**src/design/sbg_pkg.sv**
```systemverilog
`default_nettype none
// ----------------------------------------------------------------------------
// sbg_pkg
// Shared types, request codes and arithmetic helpers for the spherical
// bispectrum and gradient core.
// ----------------------------------------------------------------------------
package sbg_pkg;

	localparam int CgDepth = 131072;
	localparam int CgAw    = 17;
	localparam int QDepth  = 2;
	localparam int QPtrW   = 1;

	localparam logic [1:0] REQ_LOAD_COEF = 2'd0;
	localparam logic [1:0] REQ_LOAD_CG   = 2'd1;
	localparam logic [1:0] REQ_BISPEC    = 2'd2;
	localparam logic [1:0] REQ_GRAD      = 2'd3;

	localparam logic [1:0] ROLE_ONE   = 2'd0;
	localparam logic [1:0] ROLE_TWO   = 2'd1;
	localparam logic [1:0] ROLE_TOTAL = 2'd2;

	localparam logic [1:0] PASS_SIDE1 = 2'd0;
	localparam logic [1:0] PASS_SIDE2 = 2'd1;
	localparam logic [1:0] PASS_TOTAL = 2'd2;

	typedef struct packed {
		logic [1:0]         req_type;
		logic [2:0]         degree_one;
		logic [2:0]         degree_two;
		logic [2:0]         degree_total;
		logic signed [3:0]  order_m;
		logic signed [3:0]  order_m1;
		logic [1:0]         target_role;
		logic signed [23:0] value_re;
		logic signed [23:0] value_im;
	} in_item_t;

	typedef struct packed {
		logic               status;
		logic [9:0]         row_index;
		logic [6:0]         col_index;
		logic signed [47:0] first_value;
		logic signed [47:0] second_value;
		logic signed [47:0] third_value;
		logic signed [47:0] fourth_value;
	} out_item_t;

	// classified request as queued between front and back
	typedef struct packed {
		in_item_t   item;
		logic       err;
		logic [9:0] row;
		logic [6:0] col;
		logic       use_total;
		logic       use_two;
		logic       use_one;
	} q_entry_t;

	function automatic logic [7:0] coef_addr(logic [2:0] deg, logic [3:0] ord);
		logic [7:0] base;
		base = {5'd0, deg} * {5'd0, deg} + {5'd0, deg};
		return base + {{4{ord[3]}}, ord};
	endfunction

	function automatic logic [CgAw-1:0] cg_addr(logic [2:0] l1, logic [2:0] l2,
			logic [2:0] lt, logic [3:0] m, logic [3:0] m1);
		return {l1, l2, lt, m, m1};
	endfunction

	// round half up from Q.40 to Q.20
	function automatic logic signed [28:0] round_q20(logic signed [48:0] v);
		logic signed [48:0] t;
		t = v + 49'sd524288;
		return $signed(t[48:20]);
	endfunction

	function automatic logic signed [47:0] sat48(logic signed [63:0] v);
		logic signed [47:0] r;
		if (v > 64'sh0000_7FFF_FFFF_FFFF) begin
			r = 48'sh7FFF_FFFF_FFFF;
		end else if (v < -64'sh0000_8000_0000_0000) begin
			r = -48'sh8000_0000_0000;
		end else begin
			r = v[47:0];
		end
		return r;
	endfunction

endpackage
`default_nettype wire

```
**src/design/sbg_fifo.sv**
```systemverilog
`default_nettype none
// ----------------------------------------------------------------------------
// sbg_fifo
// Short queue of classified requests between front and back.
// ----------------------------------------------------------------------------
module sbg_fifo import sbg_pkg::*; (
	input  logic     clk,
	input  logic     arst_n,
	input  logic     push,
	input  q_entry_t push_data,
	input  logic     pop,
	output q_entry_t head,
	output logic     full,
	output logic     empty
);

	q_entry_t         mem_q [QDepth];
	logic [QPtrW-1:0] wr_q, rd_q;
	logic [QPtrW:0]   cnt_q;

	assign full  = cnt_q == (QPtrW+1)'(QDepth);
	assign empty = cnt_q == '0;
	assign head  = mem_q[rd_q];

	always_ff @(posedge clk or negedge arst_n) begin
		if (!arst_n) begin
			wr_q  <= '0;
			rd_q  <= '0;
			cnt_q <= '0;
		end else begin
			if (push) begin
				wr_q <= wr_q + 1'b1;
			end
			if (pop) begin
				rd_q <= rd_q + 1'b1;
			end
			if (push && !pop) begin
				cnt_q <= cnt_q + 1'b1;
			end else if (pop && !push) begin
				cnt_q <= cnt_q - 1'b1;
			end
		end
	end

	always_ff @(posedge clk) begin
		if (push) begin
			mem_q[wr_q] <= push_data;
		end
	end

endmodule
`default_nettype wire

```
**config.mk**
```make
export PLATFORM = sky130hd
export DESIGN_NAME = sbg_fifo
export DESIGN_NICKNAME = d
export VERILOG_FILES = /design/src/design/sbg_pkg.sv /design/src/design/sbg_fifo.sv
export SDC_FILE = /design/constraint.sdc
export NUM_CORES = 1
export LEC_CHECK = 0
export BUFFER_PORTS_ARGS = -buffer_cell sky130_fd_sc_hd__buf_2
export CORE_MARGIN = 3
export CORE_UTILIZATION = 35
export CTS_BUF_LIST = sky130_fd_sc_hd__clkbuf_2
export CTS_CLUSTER_SIZE = 25
export DETAILED_ROUTE_END_ITERATION = 7
export HOLD_SLACK_MARGIN = 0.06
export SYNTH_ARGS = -nofsm -noshare
export SYNTH_HDL_FRONTEND = slang
export SYNTH_SLANG_ARGS = --single-unit
```
**constraint.sdc**
```tcl
create_clock -name clk -period 5.8 [get_ports clk]
set_clock_uncertainty 0.2 [all_clocks]
set_input_delay 0.58 -clock clk [delete_from_list [all_inputs] [get_ports clk]]
set_output_delay 0.58 -clock clk [all_outputs]
set_load 0.05 [all_outputs]
```
---- Word-level counts from Yosys, hierarchy flattened ----
Memory sizes are Yosys's and may differ from the RTL's.
Cells that the tools add are included.
word-level totals
  word-level logic and storage cells ...... 19
  RAM bits ................................ 180
  register bits ........................... 4
  input bits .............................. 94
  memories kept ........................... 1
  bits in latches ......................... 0
  memory bits (read-only) ................. 0
  output and inout port bits .............. 92
memory list
  name   words  bits a word  rd ports  clocked after memory_dff  wr ports  line            source
  mem_q  2      90           1         0                         1         sbg_fifo.sv:17  q_entry_t mem_q [QDepth];
operators by class
  equal/unequal tests ..................... 1
  $mul .................................... 0
  shift-type cells ........................ 0
  multiplexer cells ....................... 4
  $lt $le $gt $ge ......................... 0
  reduce and logical (&&, ||, !) cells .... 6
  bitwise logic cells ..................... 0
  divide/modulo/power cells ............... 0
  add/sub/neg operators ................... 4
operator list
  kind                                               count
  two-way mux 2 bit                                  2
  adder 1 bit (second input constant)                2
  adder 2 x 1 -> 2 bit (second input constant)       1
  == test 2 bit (second input constant)              1
  logical AND 1 bit                                  2
  zero test 1 bit                                    2
  zero test 2 bit                                    1
  two-way mux 1 bit                                  2
  nonzero test 2 bit                                 1
  subtractor 2 x 1 -> 2 bit (second input constant)  1

---- Depth between registers and ports, before layout ----
  depth after elaboration ................. 4
  depth in mapped cells ................... 5
  mapped depth without buffers ............ 5

---- Least setup slack after synthesis ----
OpenSTA, ideal clock, no wires.
  path type ............................... input port to flip-flop
  start ................................... input push
  end ..................................... memory mem_q[0][0] (netlist name) (enable)
  data arrival time ....................... 4.505 ns
  setup slack ............................. 0.545 ns
  stages .................................. 1
  buffers on the path ..................... 0
  required time ........................... 5.050 ns
  library setup time ...................... 0.550 ns
  cell sequence ........................... nor2b_1
on the way
  cells in the longest elaborated chain, start to end .. 2
ends and longest elaborated chain
  element                                  line            source
  start: declaration                       sbg_fifo.sv:9   input logic push,
  two-way mux 1 bit                        sbg_fifo.sv:46  if (push) begin
  two-way mux 1 bit (implied by the code)  sbg_fifo.sv:47  mem_q[wr_q] <= push_data;
  end: declaration                         sbg_fifo.sv:17
Every way passes these cells.

==> impl_metrics.env <==
export IMPL_status="complete, no violations"
export IMPL_multiInputGateArea_mm2=0.00111
export IMPL_reg2regPathDepth=2
export IMPL_cts_root_buf="clkbuf_2"
export IMPL_place_gp_congestion=0.680
export IMPL_async_flop_share_pct=2.17
export IMPL_syn_avg_cell_area_um2=22.8
export IMPL_post_cts_setup_buffers=0
export IMPL_ys_seq_area_share_pct=81.7
export IMPL_cp_required_ns=5.02
export IMPL_numCtsBuffers=17
export IMPL_portBuffers=185
export IMPL_ys_top_cells_by_count="edfxtp_1 (180), mux2_2 (90), clkbuf_8 (9)"
export IMPL_antenna_found_initial=0
export IMPL_path_max_fanout=57
export IMPL_syn_inst=296
export IMPL_critical_path_class="reg2out"
export IMPL_grt_max_degree=59
export IMPL_post_drt_via_cell_ratio=4.33
export IMPL_cts_path_max_buffers=2
export IMPL_synth_area_mm2=0.00674
export IMPL_die_h_um=145
export IMPL_cap_violations=0
export IMPL_power_frac_comb_pct=43.4
export IMPL_grt_pass1_wl_mm=20.0
export IMPL_rows=50
export IMPL_yosysWarnings=0
export IMPL_clkPwrFrac_pct=15.0
export IMPL_setup_viol=0
export IMPL_synth_cell_types=12
export IMPL_switchingPower_w=0.00194
export IMPL_crit_slowest_cell="dfrtp_4"
export IMPL_crit_chain="buf_4 > mux2_2 > buf_2"
export IMPL_synth_top_area_share_pct=80.2
export IMPL_core_area_mm2=0.0188
export IMPL_start_util_pct=35.8
export IMPL_n_fill_cell=1626
export IMPL_synth_area_leaders="edfxtp_1 (80%), mux2_2 (15%), clkbuf_8 (1.8%)"
export IMPL_nets=682
export IMPL_crit_buf_inv=2
export IMPL_end_kind="output port"
export IMPL_synth_edf_count=180
export IMPL_regArea_mm2=0.00551
export IMPL_grt_pass1_vias=4038
export IMPL_postRouteAntennaNets=0
export IMPL_hpwl_mm=8.12
export IMPL_start_kind="flip-flop"
export IMPL_clock_latency_ns=0.69
export IMPL_finalHoldViolations=0
export IMPL_dr_total_vias=3727
export IMPL_clkSlewWorstSetupHoldPaths_ns=0.23
export IMPL_clock_sinks=184
export IMPL_hold_buffers=94
export IMPL_hold_class="reg2reg"
export IMPL_p_seq_share_pct=41.6
export IMPL_hold_slack_ns=0.307
export IMPL_syn_nets=391
export IMPL_max_stage_delay_ns=0.79
export IMPL_drc=0
export IMPL_post_route_period_util_pct=63.3
export IMPL_critPathTopFamily="buffers and inverters"
export IMPL_power_density_mw_per_mm2=495
export IMPL_h_tree_depth=4
export IMPL_cts_tree="yes"
export IMPL_max_slew_margin_pct=29.9
export IMPL_syn_to_final_growth_pct=34.9
export IMPL_die_area_mm2=0.0210
export IMPL_switching_share_pct=43.2
export IMPL_rsz0062_at_grt="false"
export IMPL_ys_seq_elements=184
export IMPL_critPathLaunch="rd_q"
export IMPL_critPathArrivalTime_ns=2.89
export IMPL_drt_pre_antenna_iters=4
export IMPL_drt_wl_total_mm=13.3
export IMPL_crit_end="head[35]"
export IMPL_p_int_w=0.00256
export IMPL_worstMarginPinSlew_ns=1.05
export IMPL_layout_drive_gt1_share_pct=52.0
export IMPL_tns_ns=0
export IMPL_grt_ovfl_total=0
export IMPL_synth_area_leader_cell="edfxtp_1"
export IMPL_p_leak_nw=3.43
export IMPL_maxSlewViolCount=0
export IMPL_synth_most_common_cell="edfxtp_1"
export IMPL_ir_drop_mv=0.224
export IMPL_reg2reg_to="mem_q[0][88]"
export IMPL_wl_per_cell_um=15.5
export IMPL_die_w_um=145
export IMPL_ioPinCount=186
export IMPL_r2r_start="wr_q"
export IMPL_grt_usage_pct=12.6
export IMPL_reg2reg_slack_ns=3.12
export IMPL_fin_crit_ns=3.67
export IMPL_fmax_mhz=272
export IMPL_cp_depth=3
export IMPL_post_cts_resized=0
export IMPL_synthFlopType="edfxtp_1"
export IMPL_diodes=0
export IMPL_drt_iter0_markers=137
==> power groups by stage <==
stage | combinational [W] | sequential [W] | clock [W]
2_1_floorplan | 0.00162 | 0.00186 | 0
3_3_place_gp | 0.00192 | 0.00189 | 0
3_5_place_dp | 0.00193 | 0.00191 | 0
4_1_cts | 0.00198 | 0.00187 | 0.000715
5_1_grt | 0.00206 | 0.00190 | 0.000757
6_report | 0.00196 | 0.00187 | 0.000676
==> layout by cell type, fill, tap and decap left out, drive strengths merged, types with 2 or more instances in the layout <==
cell	n
inv	5
nor2b	2
nor2	2
clkinvlp	3
edfxtp	180
dlygate4sd3	94
buf	188
clkinv	4
xor2	4
dfrtp	4
bufinv	3
clkbuf	18
mux2	90
==> state kept, by name (all words and copies together), names as in the netlist <==
| signal | flops |
|---|---|
| mem_q | 180 |
| cnt_q | 2 |
| wr_q | 1 |
| rd_q | 1 |
==> logic make-up after synthesis <==
family,synth area share (%)
flip-flops,81.7
multiplexers,15.0
buffers and inverters,2.06
XOR/XNOR,0.650
AND/OR/NAND/NOR,0.390
adder cells (fa/ha/maj),0.186
==> worst min path at each step <==
stage / start / end / cells past startpoint
floorplan: arst_n / cnt_q[0] / 0
global placement: arst_n / cnt_q[1] / 1
detailed placement: arst_n / cnt_q[1] / 1
CTS: push_data[58] / mem_q[1][58] / 2
global route: push_data[1] / mem_q[1][1] / 2
finish: cnt_q[1] / cnt_q[1] / 1
==> layer usage <==
| layer | part of all wire (%) | GRT usage, % | vias to the layer above |
|---|---|---|---|
| met5 | 0 | 0 | - |
| met4 | 1.5 | 4.86 | 0 |
| met3 | 6.4 | 4.14 | 16 |
| met2 | 52 | 22.9 | 123 |
| met1 | 40 | 13.6 | 1831 |
| li1 | - | - | 1757 |
==> per-stage QoR <==
step / power, W / setup slack, ns / instance area (um^2) / std cells / util [%]
3_3_place_gp: 0.00381 / 2.83 / 7890 / 734 / 41.9
4_1_cts: 0.00457 / 1.96 / 9090 / 860 / 48.3
6_report: 0.00450 / 2.13 / 9090 / 860 / 48.3
3_5_place_dp: 0.00384 / 2.76 / 7890 / 734 / 41.9
2_1_floorplan: 0.00349 / 0.545 / 6740 / 296 / -
5_1_grt: 0.00472 / 1.88 / 9090 / 860 / 48.3
==> area by class of cell <==
cell class                      count  area share [%]
Sequential cell                   184            60.6
Timing Repair Buffer              282            20.8
Multi-Input combinational cell    101            12.2
Tap cell                          260            3.58
Clock inverter                     14            1.87
Clock buffer                       18           0.991
Inverter                            1          0.0413
(Power assumes the default switching activity.)
