File: config.mk
export PLATFORM = sky130hd
export DESIGN_NAME = sbg_front
export DESIGN_NICKNAME = d
export VERILOG_FILES = /design/src/design/sbg_pkg.sv /design/src/design/sbg_front.sv
export SDC_FILE = /design/constraint.sdc
export NUM_CORES = 1
export LEC_CHECK = 0
export ABC_AREA = 1
export BUFFER_PORTS_ARGS = -buffer_cell sky130_fd_sc_hd__buf_4
export CORE_MARGIN = 4
export CORE_UTILIZATION = 41
export CTS_CLUSTER_DIAMETER = 150
export DETAILED_ROUTE_END_ITERATION = 6
export HOLD_SLACK_MARGIN = 0.08
export PLACE_DENSITY_LB_ADDON = 0.05
export SETUP_SLACK_MARGIN = 0.2
export SYNTH_ARGS = -nofsm -noshare
export SYNTH_HDL_FRONTEND = slang
export SYNTH_SLANG_ARGS = --single-unit
File: constraint.sdc
create_clock -name clk -period 5.08 [get_ports clk]
set_input_delay 0.762 -clock clk [delete_from_list [all_inputs] [get_ports clk]]
set_output_delay 0.762 -clock clk [all_outputs]
set_load 0.005 [all_outputs]
File: src/design/sbg_pkg.sv
`default_nettype none
// ----------------------------------------------------------------------------
// sbg_pkg
// Shared types, request codes and arithmetic helpers for the spherical
// bispectrum and gradient core.
// ----------------------------------------------------------------------------
package sbg_pkg;

	localparam int CgDepth = 131072;
	localparam int CgAw    = 17;
	localparam int QDepth  = 2;
	localparam int QPtrW   = 1;

	localparam logic [1:0] REQ_LOAD_COEF = 2'd0;
	localparam logic [1:0] REQ_LOAD_CG   = 2'd1;
	localparam logic [1:0] REQ_BISPEC    = 2'd2;
	localparam logic [1:0] REQ_GRAD      = 2'd3;

	localparam logic [1:0] ROLE_ONE   = 2'd0;
	localparam logic [1:0] ROLE_TWO   = 2'd1;
	localparam logic [1:0] ROLE_TOTAL = 2'd2;

	localparam logic [1:0] PASS_SIDE1 = 2'd0;
	localparam logic [1:0] PASS_SIDE2 = 2'd1;
	localparam logic [1:0] PASS_TOTAL = 2'd2;

	typedef struct packed {
		logic [1:0]         req_type;
		logic [2:0]         degree_one;
		logic [2:0]         degree_two;
		logic [2:0]         degree_total;
		logic signed [3:0]  order_m;
		logic signed [3:0]  order_m1;
		logic [1:0]         target_role;
		logic signed [23:0] value_re;
		logic signed [23:0] value_im;
	} in_item_t;

	typedef struct packed {
		logic               status;
		logic [9:0]         row_index;
		logic [6:0]         col_index;
		logic signed [47:0] first_value;
		logic signed [47:0] second_value;
		logic signed [47:0] third_value;
		logic signed [47:0] fourth_value;
	} out_item_t;

	// classified request as queued between front and back
	typedef struct packed {
		in_item_t   item;
		logic       err;
		logic [9:0] row;
		logic [6:0] col;
		logic       use_total;
		logic       use_two;
		logic       use_one;
	} q_entry_t;

	function automatic logic [7:0] coef_addr(logic [2:0] deg, logic [3:0] ord);
		logic [7:0] base;
		base = {5'd0, deg} * {5'd0, deg} + {5'd0, deg};
		return base + {{4{ord[3]}}, ord};
	endfunction

	function automatic logic [CgAw-1:0] cg_addr(logic [2:0] l1, logic [2:0] l2,
			logic [2:0] lt, logic [3:0] m, logic [3:0] m1);
		return {l1, l2, lt, m, m1};
	endfunction

	// round half up from Q.40 to Q.20
	function automatic logic signed [28:0] round_q20(logic signed [48:0] v);
		logic signed [48:0] t;
		t = v + 49'sd524288;
		return $signed(t[48:20]);
	endfunction

	function automatic logic signed [47:0] sat48(logic signed [63:0] v);
		logic signed [47:0] r;
		if (v > 64'sh0000_7FFF_FFFF_FFFF) begin
			r = 48'sh7FFF_FFFF_FFFF;
		end else if (v < -64'sh0000_8000_0000_0000) begin
			r = -48'sh8000_0000_0000;
		end else begin
			r = v[47:0];
		end
		return r;
	endfunction

endpackage
`default_nettype wire

File: src/design/sbg_front.sv
`default_nettype none
// ----------------------------------------------------------------------------
// sbg_front
// Accepts requests, checks the degree triple and target, walks the triple
// list to find the row and hands the classified request to the queue.
// ----------------------------------------------------------------------------
module sbg_front import sbg_pkg::*; #(
	parameter int MAX_BANDLIMIT = 7
) (
	input  logic       clk,
	input  logic       arst_n,
	input  logic       in_valid,
	output logic       in_ready,
	input  in_item_t   in_item,
	input  logic [2:0] bandlimit,
	output logic       q_push,
	output q_entry_t   q_data,
	input  logic       q_full
);

	localparam logic [4:0] MaxBl = 5'(MAX_BANDLIMIT);

	typedef enum logic [2:0] {
		F_IDLE = 3'b001,
		F_ROW  = 3'b010,
		F_PUSH = 3'b100
	} fstate_t;

	fstate_t    state_q;
	q_entry_t   ent_q;
	logic [2:0] a_q, b_q;

	logic [2:0]        lim, l1, l2, lt, d;
	logic              is_req, is_grad, bad_tri, bad_ord, err;
	logic signed [4:0] n5, d5;
	logic [7:0]        colv;
	logic [3:0]        ab, top, amb, dl;
	logic [4:0]        cnt;
	logic              hit;

	assign lim = ({2'b00, bandlimit} > MaxBl) ? MaxBl[2:0] : bandlimit;

	always_comb begin
		l1      = in_item.degree_one;
		l2      = in_item.degree_two;
		lt      = in_item.degree_total;
		is_req  = in_item.req_type == REQ_BISPEC || in_item.req_type == REQ_GRAD;
		is_grad = in_item.req_type == REQ_GRAD;
		bad_tri = (l2 > l1) || ({1'b0, lt} + {1'b0, l2} < {1'b0, l1})
			|| ({1'b0, lt} > {1'b0, l1} + {1'b0, l2}) || (l1 > lim) || (lt > lim);
		case (in_item.target_role)
			ROLE_ONE: d = l1;
			ROLE_TWO: d = l2;
			default:  d = lt;
		endcase
		n5      = {in_item.order_m[3], in_item.order_m};
		d5      = $signed({2'b00, d});
		bad_ord = (n5 > d5) || (n5 < -d5);
		err     = is_req && (bad_tri || (is_grad
			&& (in_item.target_role == REQ_GRAD || bad_ord)));
		colv    = {5'd0, d} * {5'd0, d} + {5'd0, d} + {{4{n5[4]}}, n5[3:0]};
	end

	// one (l1', l2') pair of the triple list per cycle
	always_comb begin
		hit = a_q == ent_q.item.degree_one && b_q == ent_q.item.degree_two;
		ab  = {1'b0, a_q} + {1'b0, b_q};
		top = (ab > {1'b0, lim}) ? {1'b0, lim} : ab;
		amb = {1'b0, a_q} - {1'b0, b_q};
		cnt = {1'b0, top} - {1'b0, amb} + 5'd1;
		dl  = {1'b0, ent_q.item.degree_total}
			- ({1'b0, ent_q.item.degree_one} - {1'b0, ent_q.item.degree_two});
	end

	assign in_ready = state_q == F_IDLE;
	assign q_push   = state_q == F_PUSH && !q_full;
	assign q_data   = ent_q;

	always_ff @(posedge clk or negedge arst_n) begin
		if (!arst_n) begin
			state_q <= F_IDLE;
		end else begin
			unique case (state_q)
				F_IDLE: if (in_valid) begin
					state_q <= (is_req && !err) ? F_ROW : F_PUSH;
				end
				F_ROW: if (hit) begin
					state_q <= F_PUSH;
				end
				F_PUSH: if (!q_full) begin
					state_q <= F_IDLE;
				end
				default: state_q <= F_IDLE;
			endcase
		end
	end

	always_ff @(posedge clk) begin
		if (state_q == F_IDLE && in_valid) begin
			ent_q.item      <= in_item;
			ent_q.err       <= err;
			ent_q.row       <= '0;
			ent_q.col       <= (is_grad && !err) ? {colv[5:0], 1'b0} : '0;
			ent_q.use_one   <= l1 == d;
			ent_q.use_two   <= l2 == d;
			ent_q.use_total <= lt == d;
			a_q             <= '0;
			b_q             <= '0;
		end else if (state_q == F_ROW) begin
			if (hit) begin
				ent_q.row <= ent_q.row + {5'd0, dl, 1'b0};
			end else begin
				ent_q.row <= ent_q.row + {4'd0, cnt, 1'b0};
				if (b_q == a_q) begin
					a_q <= a_q + 3'd1;
					b_q <= '0;
				end else begin
					b_q <= b_q + 3'd1;
				end
			end
		end
	end

endmodule
`default_nettype wire

==> After elaboration in Yosys (flattened, before gate mapping) <==
Cells that the tools add are included.
{ "word_totals": {"register_bits": 99, "latch_bits": 0, "ramBits": 0, "romBits": 0, "inputBits": 76, "output_inout_bits": 92, "wordCells": 90, "n_memories": 0} }
{ "op_classes": {"add_sub_neg": 15, "n_mul": 1, "div_mod_pow": 0, "order_cmp": 8, "eq_ne": 16, "n_shift": 0, "n_mux": 9, "n_bitwise": 1, "reduce_logical": 21} }
{ "ops": {"columns": ["op", "n"], "rows": [
  ["3-bit equality test", 6],
  ["3-bit two-way mux", 5],
  ["3-bit by 3-bit adder with 4-bit output", 3],
  ["10-bit by 5-bit adder with 10-bit output", 1],
  ["10-bit by 6-bit adder with 10-bit output", 1],
  ["10-bit two-way mux", 1],
  ["3-bit greater-than comparator", 3],
  ["3-bit one-hot mux with 3 select lines", 1],
  ["1-bit logical OR", 8],
  ["3-bit by 3-bit subtractor with 4-bit output", 2],
  ["1-bit logical AND", 7],
  ["3-bit by 1-bit adder with 3-bit output (second input constant)", 2],
  ["6-bit by 3-bit adder with 6-bit output", 1],
  ["6-bit adder", 1],
  ["2-bit equality test (second input constant)", 3],
  ["3-bit by 3-bit multiplier with 6-bit output", 1],
  ["2-bit inequality test (second input constant)", 3],
  ["3-bit one-hot mux with 2 select lines", 1],
  ["3-bit AND reduction", 2],
  ["5-bit by 1-bit adder with 5-bit output (second input constant)", 1],
  ["4-bit by 5-bit less-than comparator with 1-bit output", 1],
  ["3-bit negator with 5-bit output", 1],
  ["4-bit by 4-bit subtractor with 5-bit output", 1],
  ["3-bit by 4-bit greater-than comparator with 1-bit output", 1],
  ["other kinds (13)", 14]
]} }

==> Logic depth before layout (Yosys ltp) <==
{ "logic_depth": {"word_depth": 14, "ltp_mapped": 26} }

==> Least setup slack after synthesis <==
No wires, ideal clock.
{ "synth_path": {"path_kind": "register to register", "startpoint": "reg b_q[0]", "endpoint": "reg ent_q (netlist bit q_data[17])", "t_arrival_ns": 3.969, "setup_slack_ns": 0.992, "stages_incl_launch_ff": 24, "n_path_buf": 0, "period_less_slack_ns": 4.088, "path_cell_list": "dfxtp_1 > ha_1 > fa_1 > ha_1 > a21oi_1 > nor2_1 > o21ai_0 > nand3_1 > nand2_1 > o21ai_0 > ha_1 > inv_1 > ha_1 > fa_1 > xor2_1 > nand2_1 > o21ai_0 > ha_1 > nand2_1 > o21ai_1 > a21o_1 > nand2_1 > o21ai_0 > a21oi_1"} }
{ "synth_via": {"elab_chain_cells": 7} }
{ "synth_lines": {"columns": ["element", "line_no", "rtl"], "rows": [
  ["start, declared", "sbg_front.sv:31", "logic [2:0] a_q, b_q;"],
  ["start signal, assigned", "sbg_front.sv:118", "b_q <= b_q + 3'd1;"],
  ["3-bit by 3-bit adder with 4-bit output", "sbg_front.sv:67", "ab = {1'b0, a_q} + {1'b0, b_q};"],
  ["4-bit by 3-bit greater-than comparator with 1-bit output", "sbg_front.sv:68", "top = (ab > {1'b0, lim}) ? {1'b0, lim} : ab;"],
  ["4-bit two-way mux", "sbg_front.sv:68", null],
  ["4-bit by 4-bit subtractor with 5-bit output", "sbg_front.sv:70", "cnt = {1'b0, top} - {1'b0, amb} + 5'd1;"],
  ["5-bit by 1-bit adder with 5-bit output", "sbg_front.sv:70", null],
  ["10-bit by 6-bit adder with 10-bit output", "sbg_front.sv:113", "ent_q.row <= ent_q.row + {4'd0, cnt, 1'b0};"],
  ["10-bit two-way mux *", "sbg_front.sv:110", "if (hit) begin"],
  ["end, declared", "sbg_front.sv:30", "q_entry_t ent_q;"]
]} }
Every way passes the cells marked *; elsewhere a longest branch is shown, timed or not.
A chain may end at the register's enable or synchronous reset.

==> Worst setup path after layout <==
{ "layout_path": {"startpoint": "reg a_q[0]", "endpoint": "reg ent_q (netlist bit q_data[18])"} }
{ "layout_via": {"elab_chain_cells": 7} }
{ "layout_lines": {"columns": ["element", "line_no", "rtl"], "rows": [
  ["start, declared", "sbg_front.sv:31", null],
  ["start signal, assigned", "sbg_front.sv:115", "a_q <= a_q + 3'd1;"],
  ["3-bit by 3-bit adder with 4-bit output", "sbg_front.sv:67", null],
  ["4-bit by 3-bit greater-than comparator with 1-bit output", "sbg_front.sv:68", null],
  ["4-bit two-way mux", "sbg_front.sv:68", null],
  ["4-bit by 4-bit subtractor with 5-bit output", "sbg_front.sv:70", null],
  ["5-bit by 1-bit adder with 5-bit output", "sbg_front.sv:70", null],
  ["10-bit by 6-bit adder with 10-bit output", "sbg_front.sv:113", null],
  ["10-bit two-way mux *", "sbg_front.sv:110", null]
]} }
Marked as above.

==> flow_summary.toml <==
[grt]
grt_overflow = 0
grtUsageTotal_pct = 17.27
grt_max_degree = 35
grt_pass1_wl_mm = 20.28
grt_pass1_vias = 3894
antenna_found_initial = 0

[setup_path]
worstSetupPathType = "reg -> reg"
endpoint_kind = "register"
r2r-start = "a_q[0]"
cp_data_required_time_ns = 5.36
cp.depth = 25
rr_worst_depth = 25
arrival_ns = 4.79
crit_buf_inv = 2
cp_slowest_cell = "fa_1"
r2r-end = "q_data[18]"
startpoint = "a_q[0]"
startpoint_type = "register"
cpPeakStageDelay_ns = 0.45
cp_max_fo = 6
r2r_slack_ns = 0.57
crit_end = "q_data[18]"
critical-path-top-delay-family = "adder cells"

[routing]
highest_layer = "met4"
drtAntennaViolNets = 0
wl_met3_mm = 1.020
post_drt_wl_per_cell_um = 15.44
wl_met1_mm = 5.721
viasPerCell = 4.720
drc = 0
wl_met2_mm = 6.453
first_pass_iters = 4
drtIter0Drc = 296
vias = 4092
wl_mm = 13.39

[placement]
pre_cts_ws_ns = 0.5674
globalplace.congestion = 0.8650
io_buffers = 165
dp_hpwl_mm = 10.81

[cells_and_area]
area_growth_pct = 32.35
n_antenna_cell = 0
num-nets-final = 842
layout-drive-gt1-share_pct = 31.11
nFillCells = 1193

[synthesis]
yosysMostFrequentCell = "edfxtp_1"
yosys.area.top_type = "edfxtp_1"
synth_area_um2 = 5515
synth-main-ff-cell = "edfxtp_1"
syn_area_per_cell_um2 = 10.86
synthSimpleGateAreaFrac_pct = 13.61
synthMuxAreaShare_pct = 0
synthTopCellsByCount = "edfxtp_1 (79), nand2_1 (78), inv_1 (72)"
synth-async-reset-ratio_pct = 3.093
synth_cell_types = 44
synth_fa_ha_area_share_pct = 19.65
synth_top_family_by_area = "adder cells"
synth-xor-area-share_pct = 4.605
synth_edf_count = 79
ys_ff_latch = 97
synthTopCellsByArea = "edfxtp_1 (43%), ha_1 (16%), dfxtp_1 (5.4%)"
yosys_warnings = 0
synth-compound-area-share_pct = 6.193
yosysSeqAreaShare_pct = 49.84
synth_top_area_share_pct = 43.01
synth_cells = 508

[timing]
slew_headroom_pct = 35.06
setup_violations = 0
fin_skew_ns = 0.007782
hold_viol = 0
tightestPinTransition_ns = 0.9719
drv_slew = 0
setup-tns-final_ns = 0
period_needed_ns = 4.514
post-route-period-util_pct = 88.85
fmax_mhz = 221.6
worst_hold_slack_ns = 0.1950
grt_setup_unrepaired = "no"
setup_ws_ns = 0.5665

[cts]
clkTransAtPathRegs_ns = 0.08
cts_buffer_depth = 2
cts-root-buf = "clkbuf_16"
htreeDepth = 3
clk_latency_ns = 0.34
cts_tree = "done"
cts_setup_buffers = 0
cts_buffers = 9
cts_sinks = 97

[power]
clkPwrFrac_pct = 25.7
ir_drop_uv = 151.3
leakage_nw = 3.507
comb_power_share_pct = 33.1
internal_power_mw = 1.797
switchingPower_uw = 878.9
power_density_nw_per_um2 = 366.6
swShare_pct = 32.85
seqPwrFrac_pct = 41.2

[die]
initial_core_util_pct = 41.81
ios = 168
die_area_um2 = 15370
die_w_um = 124.0
std_cell_rows = 42
die_y_um = 124.0
core_area_um2 = 13190

[hold_path]
holdCritPathClass = "in -> async"

[run]
maxCapViolations = 0

[outcome]
outcome = "completed"
[timing repair]
item | 4_1_cts | 5_1_grt
gates resized for setup | 0 | 2
setup endpoints to repair | 0 | 2
hold buffers | 0 | 0
[cell families (layout without fill, tap and decap cells)]
| family | count (synthesis) | after routing |
|---|---|---|
| other | 1 | 3 |
| DFF | 97 | 97 |
| and+or+nand+nor | 158 | 158 |
| buffers and inverters | 86 | 267 |
| xor gates and xnor gates | 29 | 29 |
| AOI/OAI and AO/OA | 57 | 57 |
| adders and majority gates | 80 | 80 |
[sequential cells by signal, indices dropped and copies added, names as in the netlist]
| name | cells |
|---|---|
| state_q | 3 |
| q_data | 88 |
| a_q | 3 |
| b_q | 3 |
[layer usage]
metal,GRT usage (%),up-vias
li1,-,2053
met1,22.11,1895
met2,29.64,131
met3,3.270,13
met4,5.339,0
met5,0,-
[worst min-delay path by stage]
stage	startpoint	to	cells past startpoint
floorplan	arst_n	state_q[1]	0
global placement	q_data[11]	q_data[11]	2
detailed placement	q_data[11]	q_data[11]	2
CTS	arst_n	state_q[1]	1
global route	arst_n	state_q[1]	1
finish	arst_n	state_q[1]	1
[through the flow]
stage               instances  utilization, %  power (mW)  cell area [µm²]
global route              867           55.34       2.861             7300
detailed placement        851           52.93       2.022             6982
global placement          851           52.93       2.001             6982
floorplan                 510               -       1.613             5523
CTS                       867           55.29       2.714             7293
finish                    867           55.34       2.676             7300
[area by class of cell]
cell class / instances / area [µm²] / area share (%)
Sequential cell: 97 / 2750 / 37.68
Multi-Input combinational cell: 327 / 2446 / 33.51
Timing Repair Buffer: 167 / 1254 / 17.18
Inverter: 84 / 317.8 / 4.354
Clock buffer: 9 / 225.2 / 3.085
Tap cell: 176 / 220.2 / 3.017
Clock inverter: 7 / 86.33 / 1.183
[cell usage in the layout (no fill, tap or decap), types with 3 or more instances in the layout]
master | Yosys | final
xnor2_1 | 7 | 7
nand2_4 | 3 | 3
clkinv_8 | 0 | 3
ha_1 | 69 | 69
nand3_1 | 23 | 22
a21oi_1 | 27 | 27
nand3b_1 | 4 | 4
nand4_1 | 5 | 5
conb_1 | 1 | 3
clkbuf_16 | 0 | 9
inv_1 | 72 | 72
nor3_1 | 3 | 3
edfxtp_1 | 79 | 79
buf_4 | 2 | 167
nor2_1 | 27 | 27
xor2_1 | 22 | 22
dfxtp_1 | 15 | 14
o21ai_0 | 16 | 16
fa_1 | 11 | 11
o21bai_1 | 4 | 4
inv_2 | 11 | 11
nor2_2 | 4 | 4
nand2_1 | 78 | 78
[power groups by stage]
stage	sequential [mW]	clock (mW)	combinational, mW
4_1_cts	1.10	0.706	0.904
3_3_place_gp	1.12	0	0.881
5_1_grt	1.12	0.742	1.00
6_report	1.10	0.687	0.886
2_1_floorplan	1.13	0	0.482
3_5_place_dp	1.12	0	0.899
Note: power is estimated with default switching activity, not from simulation.
